[config.mk]
export PLATFORM = sky130hd
export DESIGN_NAME = tcpg_pixel_shifter
export DESIGN_NICKNAME = d
export VERILOG_FILES = /design/src/rtl/tcpg_pkg.sv /design/src/rtl/tcpg_pixel_shifter.sv
export SDC_FILE = /design/constraint.sdc
export NUM_CORES = 1
export LEC_CHECK = 0
export ABC_CLOCK_PERIOD_IN_PS = 3500
export BUFFER_PORTS_ARGS = -buffer_cell sky130_fd_sc_hd__buf_4
export CAP_MARGIN = 20
export CORE_ASPECT_RATIO = 1.5
export CORE_UTILIZATION = 48
export DETAILED_ROUTE_END_ITERATION = 10
export MAX_ROUTING_LAYER = met4
export PLACE_DENSITY = 0.92
export SLEW_MARGIN = 20
export SYNTH_ARGS = -nofsm -noshare
export SYNTH_HDL_FRONTEND = slang
export SYNTH_SLANG_ARGS = --single-unit
[constraint.sdc]
create_clock -name clk -period 3.5 [get_ports clk]
set_input_delay 0.525 -clock clk [delete_from_list [all_inputs] [get_ports clk]]
set_output_delay 0.525 -clock clk [all_outputs]
set_load 0.1 [all_outputs]
[src/rtl/tcpg_pkg.sv]
// Shared constants, types and address helpers for the text cell pixel generator.
package tcpg_pkg;

  localparam int FontBytes = 8192;
  localparam int FontIdxW  = $clog2(FontBytes);
  localparam int AddrW     = 13;

  localparam logic OpLoad   = 1'b0;
  localparam logic OpRender = 1'b1;

  localparam logic [AddrW-1:0] LowBankBase  = 13'h1000;
  localparam logic [AddrW-1:0] HighBankBase = 13'h1800;
  localparam logic [7:0]       NormalLevel  = 8'hAA;
  localparam logic [7:0]       IntenseLevel = 8'hFF;

  typedef struct packed {
    logic                we;
    logic [FontIdxW-1:0] waddr;
    logic [7:0]          wdata;
    logic                re;
    logic [FontIdxW-1:0] raddr;
  } ram_req_t;

  typedef struct packed {
    logic       valid;
    logic [7:0] attr;
  } cell_t;

  function automatic logic [FontIdxW-1:0] store_index(input logic [AddrW-1:0] a);
    logic [AddrW:0] wide;
    logic [AddrW:0] red;
    wide = {1'b0, a};
    red  = (wide >= (AddrW+1)'(FontBytes)) ? wide - (AddrW+1)'(FontBytes) : wide;
    return red[FontIdxW-1:0];
  endfunction

  function automatic logic [AddrW-1:0] glyph_addr(input logic [7:0] chr,
                                                   input logic [4:0] line);
    logic [AddrW-1:0] base;
    logic [AddrW-1:0] row;
    base = line[3] ? HighBankBase : LowBankBase;
    row  = line[3] ? AddrW'(line[2:0]) : AddrW'(line);
    return base + AddrW'({chr, 3'b000}) + row;
  endfunction

endpackage

[src/rtl/tcpg_pixel_shifter.sv]
// Pixel serializer: shifts one font byte out as eight colored pixels.
module tcpg_pixel_shifter (
  input  logic                clk,
  input  logic                rst_n,
  input  tcpg_pkg::cell_t     cell_in,
  input  logic [7:0]          font_byte,
  output logic                take,
  output logic                out_valid,
  input  logic                out_ready,
  output logic [2:0]          out_pixel_index,
  output logic [7:0]          out_red,
  output logic [7:0]          out_green,
  output logic [7:0]          out_blue,
  output logic                out_last_pixel
);

  logic       valid_r, valid_nxt;
  logic [2:0] idx_r, idx_nxt;
  logic [7:0] bits_r, bits_nxt;
  logic [7:0] attr_r, attr_nxt;
  logic       last;
  logic       done;
  logic [3:0] nib;
  logic [7:0] level;

  assign last = (idx_r == 3'd7);
  assign done = out_ready && last;
  assign take = !valid_r || done;

  always_comb begin
    valid_nxt = valid_r;
    idx_nxt   = idx_r;
    bits_nxt  = bits_r;
    attr_nxt  = attr_r;
    if (take && cell_in.valid) begin
      valid_nxt = 1'b1;
      idx_nxt   = 3'd0;
      bits_nxt  = font_byte;
      attr_nxt  = cell_in.attr;
    end else if (done) begin
      valid_nxt = 1'b0;
    end else if (valid_r && out_ready) begin
      idx_nxt  = idx_r + 3'd1;
      bits_nxt = {bits_r[6:0], 1'b0};
    end
  end

  always_ff @(posedge clk) begin
    if (!rst_n) begin
      valid_r <= 1'b0;
      idx_r   <= 3'd0;
    end else begin
      valid_r <= valid_nxt;
      idx_r   <= idx_nxt;
    end
  end

  always_ff @(posedge clk) begin
    bits_r <= bits_nxt;
    attr_r <= attr_nxt;
  end

  assign nib   = bits_r[7] ? attr_r[3:0] : attr_r[7:4];
  assign level = nib[3] ? tcpg_pkg::IntenseLevel : tcpg_pkg::NormalLevel;

  assign out_valid       = valid_r;
  assign out_pixel_index = idx_r;
  assign out_blue        = nib[0] ? level : 8'h00;
  assign out_green       = nib[1] ? level : 8'h00;
  assign out_red         = nib[2] ? level : 8'h00;
  assign out_last_pixel  = last;

endmodule

Word-level counts from Yosys, hierarchy flattened:

Cells that the tools add are included.

* register bits after elaboration: 20
* input port bits: 20
* output and inout port bits: 30
* logic and storage cells: 29

* add/subtract/negate cells: 1
* equality and inequality tests: 2
* muxes and demuxes: 10
* bitwise operators: 2
* reductions and logical operators: 10

Operator list (number)
* 8-bit 2-to-1 mux: 6
* 7-bit 2-to-1 mux: 1
* 4-bit 2-to-1 mux: 1
* 2-bit AND reduction: 2
* 2-bit nonzero test: 2
* 3-bit by 1-bit adder with 3-bit output (second input constant): 1
* 3-bit == test (second input constant): 1
* 1-bit logical AND: 3
* 1-bit 2-to-1 mux: 2
* 2-bit by 1-bit != test with 1-bit output (second input constant): 1
* 1-bit NOT: 2
* 2-bit OR reduction: 1
* 1-bit logical NOT: 1
* 1-bit logical OR: 1

Logic depth before layout (Yosys ltp):

Gate-level depths: netlist of the first run.

* word-level depth: 6
* mapped depth: 6
* mapped depth without buffers: 5

Least setup slack after synthesis of the first run:

Ideal clock, no wire load.

* path type: register to output
* from: reg bits_r[7]
* to: out out_blue[2]
* arrival: 3.097 ns
* required time: 2.975 ns
* path slack: -0.122 ns
* stages on the path, launching flop included: 4
* buffers on the path: 1
* cell sequence: edfxtp_1 > mux2_2 > nor2b_1 > buf_4

* cells in the longest elaborated chain, start to end: 3

Ends and longest elaborated chain
* start, declared: line tcpg_pixel_shifter.sv:19 `logic [7:0] bits_r, bits_nxt;`
* start signal, assigned: line tcpg_pixel_shifter.sv:59 `bits_r <= bits_nxt;`
* 4-bit 2-to-1 mux (*): line tcpg_pixel_shifter.sv:63 `assign nib = bits_r[7] ? attr_r[3:0] : attr_r[7:4];`
* 7-bit 2-to-1 mux: line tcpg_pixel_shifter.sv:64 `assign level = nib[3] ? tcpg_pkg::IntenseLevel : tcpg_pkg::NormalLevel;`
* 8-bit 2-to-1 mux (*): line tcpg_pixel_shifter.sv:68 `assign out_blue = nib[0] ? level : 8'h00;`
* end, declared: line tcpg_pixel_shifter.sv:13 `output logic [7:0] out_blue,`

Every way passes the cells marked *; elsewhere a longest branch is shown, timed or not.

Worst setup path after layout of the first run:

* from: reg bits_r[7]
* to: out out_blue[0]

Same word-level chain as after synthesis.

==> impl_summary.md, run 1 <==
Clocking
The CTS tree is yes. In this run the clock root is driven by a clkbuf_4. In this run the deepest clock path goes through 2 buffers. The number of instances resized during post-cts repair is 0.

The H-tree depth is 1. The number of buffers inserted to repair setup after CTS is 0. Buffers inserted during clock tree synthesis total 3. After clock tree synthesis, the clock-pin slew on the worst setup and hold paths is 0.10 ns. The number of clock sinks is 20. The number of buffers added to fix hold violations after cts is 0. The clock reaches the later pin of the worst-skew pair after 0.29 ns.

STA
Setup violations remaining at the end of the flow were counted as 0. The setup TNS is 0 ns. For the final database, setup skew stands at 0.00278 ns. The hold violation total from the final report is 0. The timing-limited maximum frequency is 0.466 GHz. Setup repair after global routing left no endpoint under its margin. In the finished design, the share of the clock period the worst path needs comes to 61.3%.

In this run the tightest slew margin relative to its limit is 48.0%. The final hold slack is 0.407 ns. The max-slew violation count is 0.

For the pin with the worst max-slew slack, the measured transition is 0.780 ns. The final critical delay including setup and external delays is 2.14 ns.

Floorplan
The floorplan has 20 rows. The floorplan die width is 39.7 um. The die covers 2320 um^2. For this configuration, the core starts out at a cell density of 50.5%. 50 I/O pins were placed. The core box area is 2030 um^2. The floorplan step set the die height to 58.6 um.

Global routing
The largest net degree at the start of global routing is 12. The total grt overflow is 0. Global routing consumed, over all layers together, 16.7% of the routing resources. The number of antenna violations at the first check in global routing was 0.

The number of global-route vias before repair is 611. The first-pass GRT wire length is 2560 um.

Run status
The flow ran to the end, and the final reports show no timing, DRC or antenna violations.

Power
The internal portion of the total power is 0.400 mW. The power density over the cells is 580 nW/um^2. The cell leakage power is 0.635 nW. IR analysis of the VDD net gives a maximum drop of 0.288 mV.

In this run, the combinational gates consume 48.3% of the power. The share of total power dissipated in sequential elements is 38.0%. Of the total power, the clock network draws 13.6%. In this run switching power makes up 47.0% of total power. For this design the total switching power over the nets is 0.354 mW.

Place
After legalization and detailed placement, the total HPWL measured 1340 um. The placed instances occupy a cell area of 1270 um^2. The placer congestion estimate is 0.738. The number of buffer cells added on primary ports is 49.

Drt
After detailed routing, the number of vias per cell comes to 4.96. The iteration-0 DRC count of the detailed router is 4. The wire length after detailed routing is 1620 um.

The number of design rule violations left after detail routing is 0. Once detail routing completed, the nets flagged for antenna violations numbered 0. The pre-antenna-repair detailed-routing pass consisted of 4 iterations.

The final route contains 640 vias. The routed length per instance is 12.6 um.

Layout
Measured on the finished design, the core utilization comes to 64.1%. The leading cell type in the layout, fill and taps excluded is buf_4. The final instance area is 1300 um^2. The number of inserted diodes is 0. In the final layout, the share of cells above drive strength 1 is 60.7%. The area added between synthesis and finish is 27.0%. In the layout the commonest cells are buf_4 (49), edfxtp_1 (16), mux2_4 (6), inv_1 (5). The post-layout net count is 130.

Logic synthesis
The sequential share of the synthesized area is 54.8%. Of all cell types, the one taking the most synthesized area is edfxtp_1. Synthesis handed over a netlist of 73 instances.

The Yosys step of the flow raised 0 warnings. Sorting the synthesized cells by area gives the leading types as edfxtp_1 (47%), buf_4 (13%), mux2_4 (8.8%), dfxtp_1 (7.8%), mux2_2 (3.3%). Dividing the synthesized area by the synthesized cell count gives 14.0 um^2. The net count of the mapped netlist is 95. In this run the cell area of the synthesized design comes to 1020 um^2. The unique cell type count in the Yosys netlist is 19. The number of flip-flops and latches in the synthesized netlist is 20. The share of the synthesized area in the top cell type is 46.9%.

Setup path
The worst endpoint required time is 2.97 ns. The highest-delay cell along the critical path is edfxtp_1. At the worst endpoint, the arrival time is 1.62 ns.

Walking the worst path, the cells encountered are mux2_2 > nor2b_2 > buf_4. For this run, the slowest stage of the critical path takes 0.49 ns. Of all nets on the critical path, the largest fanout is 5. The number of buffers and inverters on the critical path is 1. The critical path's top delay family is flip-flops. STA classifies the critical path endpoint as a primary output. The critical path start-end classification is register to primary output. The worst reg-to-reg setup slack is 1.61 ns.

The type of element launching the critical path is a register.

Flow run
The number of violations of the max-capacitance limit is 0.

Min path
The tightest min-delay check is of the input pin to register type.
-- path summary, 6_finish.rpt --
kind,from,to,depth (start not counted)
max,bits_r[7],out_blue[0],3
min,cell_in[4],attr_r[4],1
max reg2reg,out_pixel_index[0],bits_r[3],5
min reg2reg,bits_r[2],bits_r[3],1
-- stage by stage --
step                      cells  power, mW  setup slack (ns)
after global routing        129      0.783              1.24
after CTS                   129      0.761              1.32
after global placement      125      0.653              1.69
after detailed placement    125      0.658              1.61
final                       129      0.754              1.36
after floorplan              73      0.616             0.178
-- power groups by stage --
stage	sequential, mW	combinational [mW]	clock, mW
floorplan	0.300	0.316	0
global placement	0.291	0.362	0
detailed placement	0.293	0.366	0
CTS	0.287	0.366	0.107
global route	0.290	0.375	0.117
finish	0.287	0.364	0.103
-- layer usage --
| layer | part of all wire (%) | global-route usage (%) | wire length, um | vias to the layer above |
|---|---|---|---|---|
| met3 | 5.9 | 1.13 | 96 | 2 |
| met4 | 0.49 | 8.87 | 8 | 0 |
| met1 | 35 | 17.8 | 561 | 303 |
| met5 | 0 | - | 0 | - |
| li1 | - | - | - | 303 |
| met2 | 59 | 29.0 | 954 | 32 |
-- synth_stat cells --
| library cell | number |
|---|---|
| inv_1 | 5 |
| a21oi_1 | 2 |
| and3_1 | 4 |
| mux2_1 | 2 |
| edfxtp_1 | 16 |
| nor2_1 | 1 |
| a21boi_0 | 1 |
| mux2_2 | 3 |
| a21bo_4 | 1 |
| nand2_4 | 1 |
| mux2i_1 | 2 |
| mux2_4 | 6 |
| ha_1 | 2 |
| buf_4 | 18 |
| nor2b_1 | 2 |
| nand3b_1 | 1 |
| dfxtp_1 | 4 |
| buf_8 | 1 |
| xnor2_1 | 1 |
-- cell type report --
type                    count  area [um^2]
well taps                  22         27.5
fillers                   157          727
multi-input cells          29          299
repair buffers             49          368
clock buffers               3         22.5
flip-flops and latches     20          561
inverters                   5         18.8
clock inverters             1         3.75
-- kinds of logic (layout without fill, tap and decap cells) --
group | after synthesis | after routing | synth area share, %
and+or+nand+nor | 9 | 9 | 5.87
AOI/OAI and AO/OA | 4 | 4 | 3.30
adders and majority gates | 2 | 2 | 2.44
xor gates and xnor gates | 1 | 1 | 0.856
DFF | 20 | 20 | 54.8
muxes | 13 | 13 | 16.3
buffers and inverters | 24 | 58 | 16.5
-- flip-flops by register name, indices dropped and copies added (netlist names) --
register	flops
bits_r	8
out_pixel_index	3
attr_r	8
out_valid	1
No activity file was read; power rests on OpenSTA's default activity.
==> run 2, diff against run 1 <==
- ABC_CLOCK_PERIOD_IN_PS: 3500 -> 2000
- CORE_UTILIZATION: 48 -> 45
- PLACE_DENSITY: 0.92 -> 0.87
- clock period: 3.5 -> 2 ns (I/O delays scaled with it)
==> run 2 against run 1 <==
  * Worst hold slack got worse by 0.23 ns
  * Core utilization rose by 3.5 points
  * First-iteration DRC count decreased by 75%
  * Final cell count up 0.78%
  * Clock skew shrank 0.0016 ns
  * Power is 95% higher
  * Clock power grew to 3.1 times the previous value
  * Critical path depth is the same
  * Design area increased by 8.0%
  * Critical endpoint is now out_blue[4]
==> impl_summary.md, run 2 (synthesis gave the netlist of run 1 again) <==
Run status
The flow ran to the end, and the final reports show no timing, DRC or antenna violations.

Floorplan
The die covers 2470 um^2. From left edge to right edge, the die measures 40.9 um. The floorplan step defined a core boundary enclosing 2080 um^2. During I/O placement, the number of pins put on the boundary was 50. The starting density of the core is 49.3%. The height of the die is 60.4 um.

The floorplan has 20 rows.

Setup path
The type of element launching the critical path is a register. In this run the worst setup path terminates at out_blue[4]. The depth of the worst register-to-register path is 5.

At the worst endpoint, the arrival time is 1.60 ns. The worst reg2reg path startpoint is out_pixel_index[0]. Tracing the worst setup path back leads to its startpoint at bits_r[7]. The endpoint class of the critical path is a primary output. The critical path is of the register to primary output type. The setup check on the worst reg-to-reg path leaves a slack of 0.32 ns. For the worst setup path, the data required time is 1.70 ns. The largest fanout on the critical path is 4. The worst reg2reg path endpoint is bits_r[7].

Global routing
The number of antenna violations at the first check in global routing came to 0. The largest net degree at the start of global routing is 13. The first global-routing pass estimated 2350 um of wire.

Across every metal layer, demand over resource in global routing totals 14.7%. The number of global-route vias before repair is 600. For this run the aggregate overflow at the end of global routing stands at 0.

Drt
After the first detailed-routing iteration, the DRC count stood at 1. The detailed-routing iteration count for the pre-antenna-repair pass is 2. After detailed routing, the wire length on met1 is 501 um. The remaining number of nets flagged by the antenna check after routing is 0. Summed over all layers, the routed wires come to 1580 um. The routed design uses 902 um of met2 wire.

The number of design rule violations left after detail routing is 0. After detailed routing, the average wire length per cell comes to 12.2 um. The highest routing layer actually used is met4. Wire segments on met3 add up to 145 um in the final route. Dividing the detail-routed via count by the number of cells gives 4.87.

Detailed routing inserted a total of 633 vias.

Clocking
The number of clock sinks is 20. The clock passes through at most 2 buffers. The clock-pin slew on the worst setup and hold paths is 0.10 ns. The tree is rooted in a clkbuf_4. The number of buffers added to fix hold violations after cts is 0. The clock latency on the worst-skew pair is 0.29 ns. Post-CTS timing repair inserted 0 buffers for setup. The CTS tree is yes. CTS built an H-tree with a depth of 1.

TritonCTS created 3 clock buffers.

STA
Final hold analysis gives a worst-case slack of 0.181 ns. The headroom to the max-slew limit is 70.1%. Setup repair after global routing left no endpoint under its margin.

Between clock sinks in the finished design, the worst skew comes to 0.00114 ns. The final worst setup slack is 0.104 ns. The timing-limited maximum frequency is 0.527 GHz. Setup violations remaining at the end of the flow were counted as 0. For the finished layout, the period the worst path requires is 1.90 ns. The actual transition at the worst max-transition pin is 0.440 ns. Setup total negative slack on the finished layout was measured at 0 ns.

The max-slew violation count is 0. The hold violation total from the final report is 0. The post-route clock period utilization is 94.8%.

Layout
Cells with a size suffix above 1 make up 70.4% of the layout. The final instance area is 1400 um^2. The number of inserted diodes is 0. The library cell used most frequently in the layout, excluding fill and tap cells, is buf_4. The area added between synthesis and finish is 37.2%. In the layout the commonest cells are buf_4 (50), edfxtp_1 (16), mux2_4 (8), inv_1 (4), and3_1 (4).

The post-layout net count is 131. Measured on the finished design, the core utilization comes to 67.6%.

Power
IR analysis of the VDD net gives a maximum drop of 0.618 mV. Summed over all cells, the static leakage comes to 0.658 nW. The power density over the cells is 1050 nW/um^2.

Min path
The kind of path behind the tightest hold check is input pin to register.

Place
The worst slack at placement is 0.265 ns. The final HPWL from detailed placement is 1320 um. The cell area reported after detailed placement is 1350 um^2.

Routability-driven placement finished with a final weighted congestion of 0.694. The number of buffer cells added on primary ports is 49.

Flow run
The tool flagged a number of max-cap violations equal to 0.
## run 2: per-stage QoR
stage	total power [mW]	instances
2_1_floorplan	1.12	73
3_3_place_gp	1.16	126
3_5_place_dp	1.16	126
4_1_cts	1.48	130
5_1_grt	1.51	130
6_report	1.47	130
## run 2: how the worst min path moves through the flow
stage / slack [ns] / endpoint / startpoint / cells after the start
after floorplan: 0.40 / attr_r[0] / cell_in[0] / 0
after global placement: 0.48 / attr_r[0] / cell_in[0] / 1
after detailed placement: 0.48 / attr_r[5] / cell_in[5] / 1
after CTS: 0.17 / attr_r[5] / cell_in[5] / 1
after global routing: 0.16 / attr_r[5] / cell_in[5] / 1
final: 0.18 / attr_r[2] / cell_in[2] / 1
## run 2: timing repair
item / 4_1_cts / 5_1_grt
endpoints found under the hold margin: 0 / 0
resized for setup: 1 / 0
endpoints found under the setup margin: 12 / 0
## run 2: critical path, stage by stage (launching register included)
cell and delay, ns:
edfxtp_1 0.50, mux2i_2 0.47, nor2b_4 0.09, buf_4 0.25
## run 2: report_power, final
part	switching, mW	internal (mW)
Clock	0.113	0.202
Combinational	0.501	0.151
Sequential	0.0153	0.485
Total	0.629	0.838
## run 2: layer usage
layer / up-vias / GRT usage (%)
li1: 304 / -
met1: 286 / 13.5
met2: 39 / 26.6
met3: 4 / 1.83
met4: 0 / 8.57
met5: - / -
## run 2: cell type report
type | instances | area (um^2)
Clock buffer | 3 | 22.5
Multi-Input combinational cell | 29 | 353
Tap cell | 22 | 27.5
Sequential cell | 20 | 573
Inverter | 5 | 22.5
Timing Repair Buffer | 50 | 375
Clock inverter | 1 | 30.0
Fill cell | 150 | 673
==> run 3, diff against run 2 <==
- ABC_CLOCK_PERIOD_IN_PS: 2000 -> 1600
- CORE_UTILIZATION: 45 -> 40
- PLACE_DENSITY: 0.87 -> 0.83
- clock period: 2 -> 1.6 ns (I/O delays scaled with it)
==> run 3 against run 2 <==
  * The flow now finishes with violations (negative setup slack)
  * Global-route usage rose by 2.9 points
  * Combinational power rose by 59%
  * Clock-buffer cell count is the same
  * Power increased by 41%
  * Critical path depth grew 1
  * Sequential cell count did not move
  * Critical path type unchanged
==> impl_summary.md, run 3 (synthesis gave the netlist of run 1 again) <==
Drt
Once detail routing completed, the nets flagged for antenna violations numbered 0. After the first detailed-routing iteration, the DRC count stood at 9. Detailed routing inserted a total of 694 vias.

Before antenna repair, the detailed router went through 2 iterations. The wire length after detailed routing is 2240 um. The ratio of routed vias to standard cells is 4.79. In the routed design, unresolved DRC markers number 0. The routed length per instance is 15.5 um.

STA
Setup repair after global routing could not meet its margin everywhere. The final worst setup slack is -0.275 ns. The setup TNS is -5.43 ns.

The hold violation total from the final report is 0. Between clock sinks in the finished design, the worst skew comes to 0.00694 ns. Counting I/O delays and the setup requirement, the final critical path takes 1.88 ns. Of the available clock period, the critical path in the final layout requires 117%. The headroom to the max-slew limit is 79.1%. The final count of negative-setup-slack endpoints is 27. The actual transition at the worst max-transition pin is 0.307 ns. Based on the critical path, the design can be clocked at up to 0.533 GHz. The max-slew violation count was 0. The final hold slack is 0.102 ns.

Setup path
Data on the critical path is required at its endpoint by 1.36 ns. In this run the worst path has a maximum fanout of 4. The worst register-to-register path begins at out_pixel_index[0]. The worst register-to-register path ends at out_pixel_index[1]. Counting cells, the worst reg-to-reg path comes to 6.

The endpoint class of the critical path is a primary output. The worst setup path is launched from a register. The setup path with the least slack is of type register to primary output. The beginning of the critical path is bits_r[7].

The setup check on the worst reg-to-reg path leaves a slack of -0.09 ns. The critical path data arrival time is 1.64 ns. Following the worst setup path forward leads to its endpoint at out_blue[6].

Clocking
Clock-pin slew was measured on the worst setup and hold paths at 0.11 ns. Clock tree synthesis inserted a total of 3 buffers. The clock latency on the worst-skew pair is 0.31 ns. The cell chosen for the clock root is clkbuf_4.

TritonCTS built the clock tree. In this run the number of H-tree levels came out at 1. The number of clock sinks is 20. In this run the deepest clock path goes through 2 buffers.

Floorplan
The core region is 2420 um^2. The die footprint is 2770 um^2. Row generation in the floorplan step produced 22 rows. In this run the horizontal extent of the chip is 43.3 um. The initial utilization of the core area, before any placement, comes to 42.3%. The die is 64.0 um tall.

The count of boundary I/O pins is 50.

Power
In this run the power density over the cells is 1170 nW/um^2. The cell leakage power is 0.803 nW. The worst supply voltage drop on vdd is 0.671 mV.

Layout
Leaving out fill and tap cells, the most frequent cells in the layout are buf_4 (35), edfxtp_1 (16), buf_12 (15), buf_6 (13), mux2_4 (9). Leaving out fill and tap cells, the most frequent cell in the layout is buf_4. The final layout contains 144 nets. Cells fill 73.3% of the core in the end. The area added between synthesis and finish is 73.6%.

In the final layout, the share of cells above drive strength 1 is 76.0%. The number of inserted diodes is 0. After routing the design area is 1780 um^2. The number of fill cells in the layout is 151.

Run status
The flow ran to the end, but the final reports show violations. The checks that failed: negative setup slack.

Min path
The depth of the worst hold-timing path is 1. The kind of path behind the tightest hold check is input pin to register.

Place
The count of buffers added on input and output ports is 49. Summing all placed instances gives a cell area of 1370 um^2. The placer congestion estimate is 0.708. Detailed placement ended at an HPWL of 1620 um.

Global routing
The number of antenna violations at the first check in global routing is 0. The total overflow left after global routing is 0. The number of global-route vias before repair is 750. The total global-route track usage is 17.6%.

The largest net degree at the start of global routing is 13. The first global-routing pass estimated 3340 um of wire.

Flow run
Across the run, the number of max-cap violations was 0.
run 3: changes by cell type in the layout (fill, tap and decap cells not counted), sizes merged:
cell / previous run / this run
buf: 50 / 63
run 3: per-stage QoR:
step	instances	setup slack, ns	power [mW]
2_1_floorplan	73	-0.643	1.42
3_3_place_gp	131	0.00726	1.46
3_5_place_dp	131	-0.0337	1.47
4_1_cts	141	-0.258	2.03
5_1_grt	145	-0.325	2.13
6_report	145	-0.275	2.07
run 3: how the worst min path moves through the flow:
stage | start | slack (ns) | end
finish | cell_in[3] | 0.10 | attr_r[3]
global route | cell_in[4] | 0.08 | attr_r[4]
CTS | cell_in[3] | 0.09 | attr_r[3]
detailed placement | cell_in[3] | 0.42 | attr_r[3]
global placement | cell_in[6] | 0.42 | attr_r[6]
floorplan | cell_in[0] | 0.34 | attr_r[0]
run 3: layout make-up:
class	instances	area, um^2	area share, %
clock buffer	3	22.5	1.27
clock inverter	1	30.0	1.69
tap	24	30.0	1.69
multi-input combinational	29	389	21.9
sequential	20	573	32.3
timing repair buffer	63	709	39.9
inverter	5	22.5	1.27
run 3: what timing repair did:
action / CTS / global route
hold buffers: 0 / 0
pin swaps: 2 / 6
gates resized for setup: 55 / 11
endpoints found under the setup margin: 41 / 33
buffers inserted: 6 / 4
run 3: where the power goes:
group	total, mW	leakage (nW)	internal [mW]	switching (mW)
combinational	1.04	0.584	0.353	0.683
sequential	0.625	0.191	0.606	0.0189
clock	0.411	0.0279	0.254	0.158
total	2.07	0.803	1.21	0.860
run 3: worst max-delay path, stage by stage (launching register included):
cell      delay [ns]
edfxtp_1        0.45
buf_6           0.16
mux2_4          0.21
nor2b_4         0.24
buf_6           0.26
run 3: per-layer routing:
| metal | part of all wire, % | vias up | track usage (%) |
|---|---|---|---|
| li1 | - | 332 | - |
| met1 | 31 | 319 | 14.2 |
| met2 | 63 | 38 | 34.5 |
| met3 | 3.7 | 5 | 1.98 |
| met4 | 2.5 | 0 | 11.0 |
| met5 | 0 | - | - |
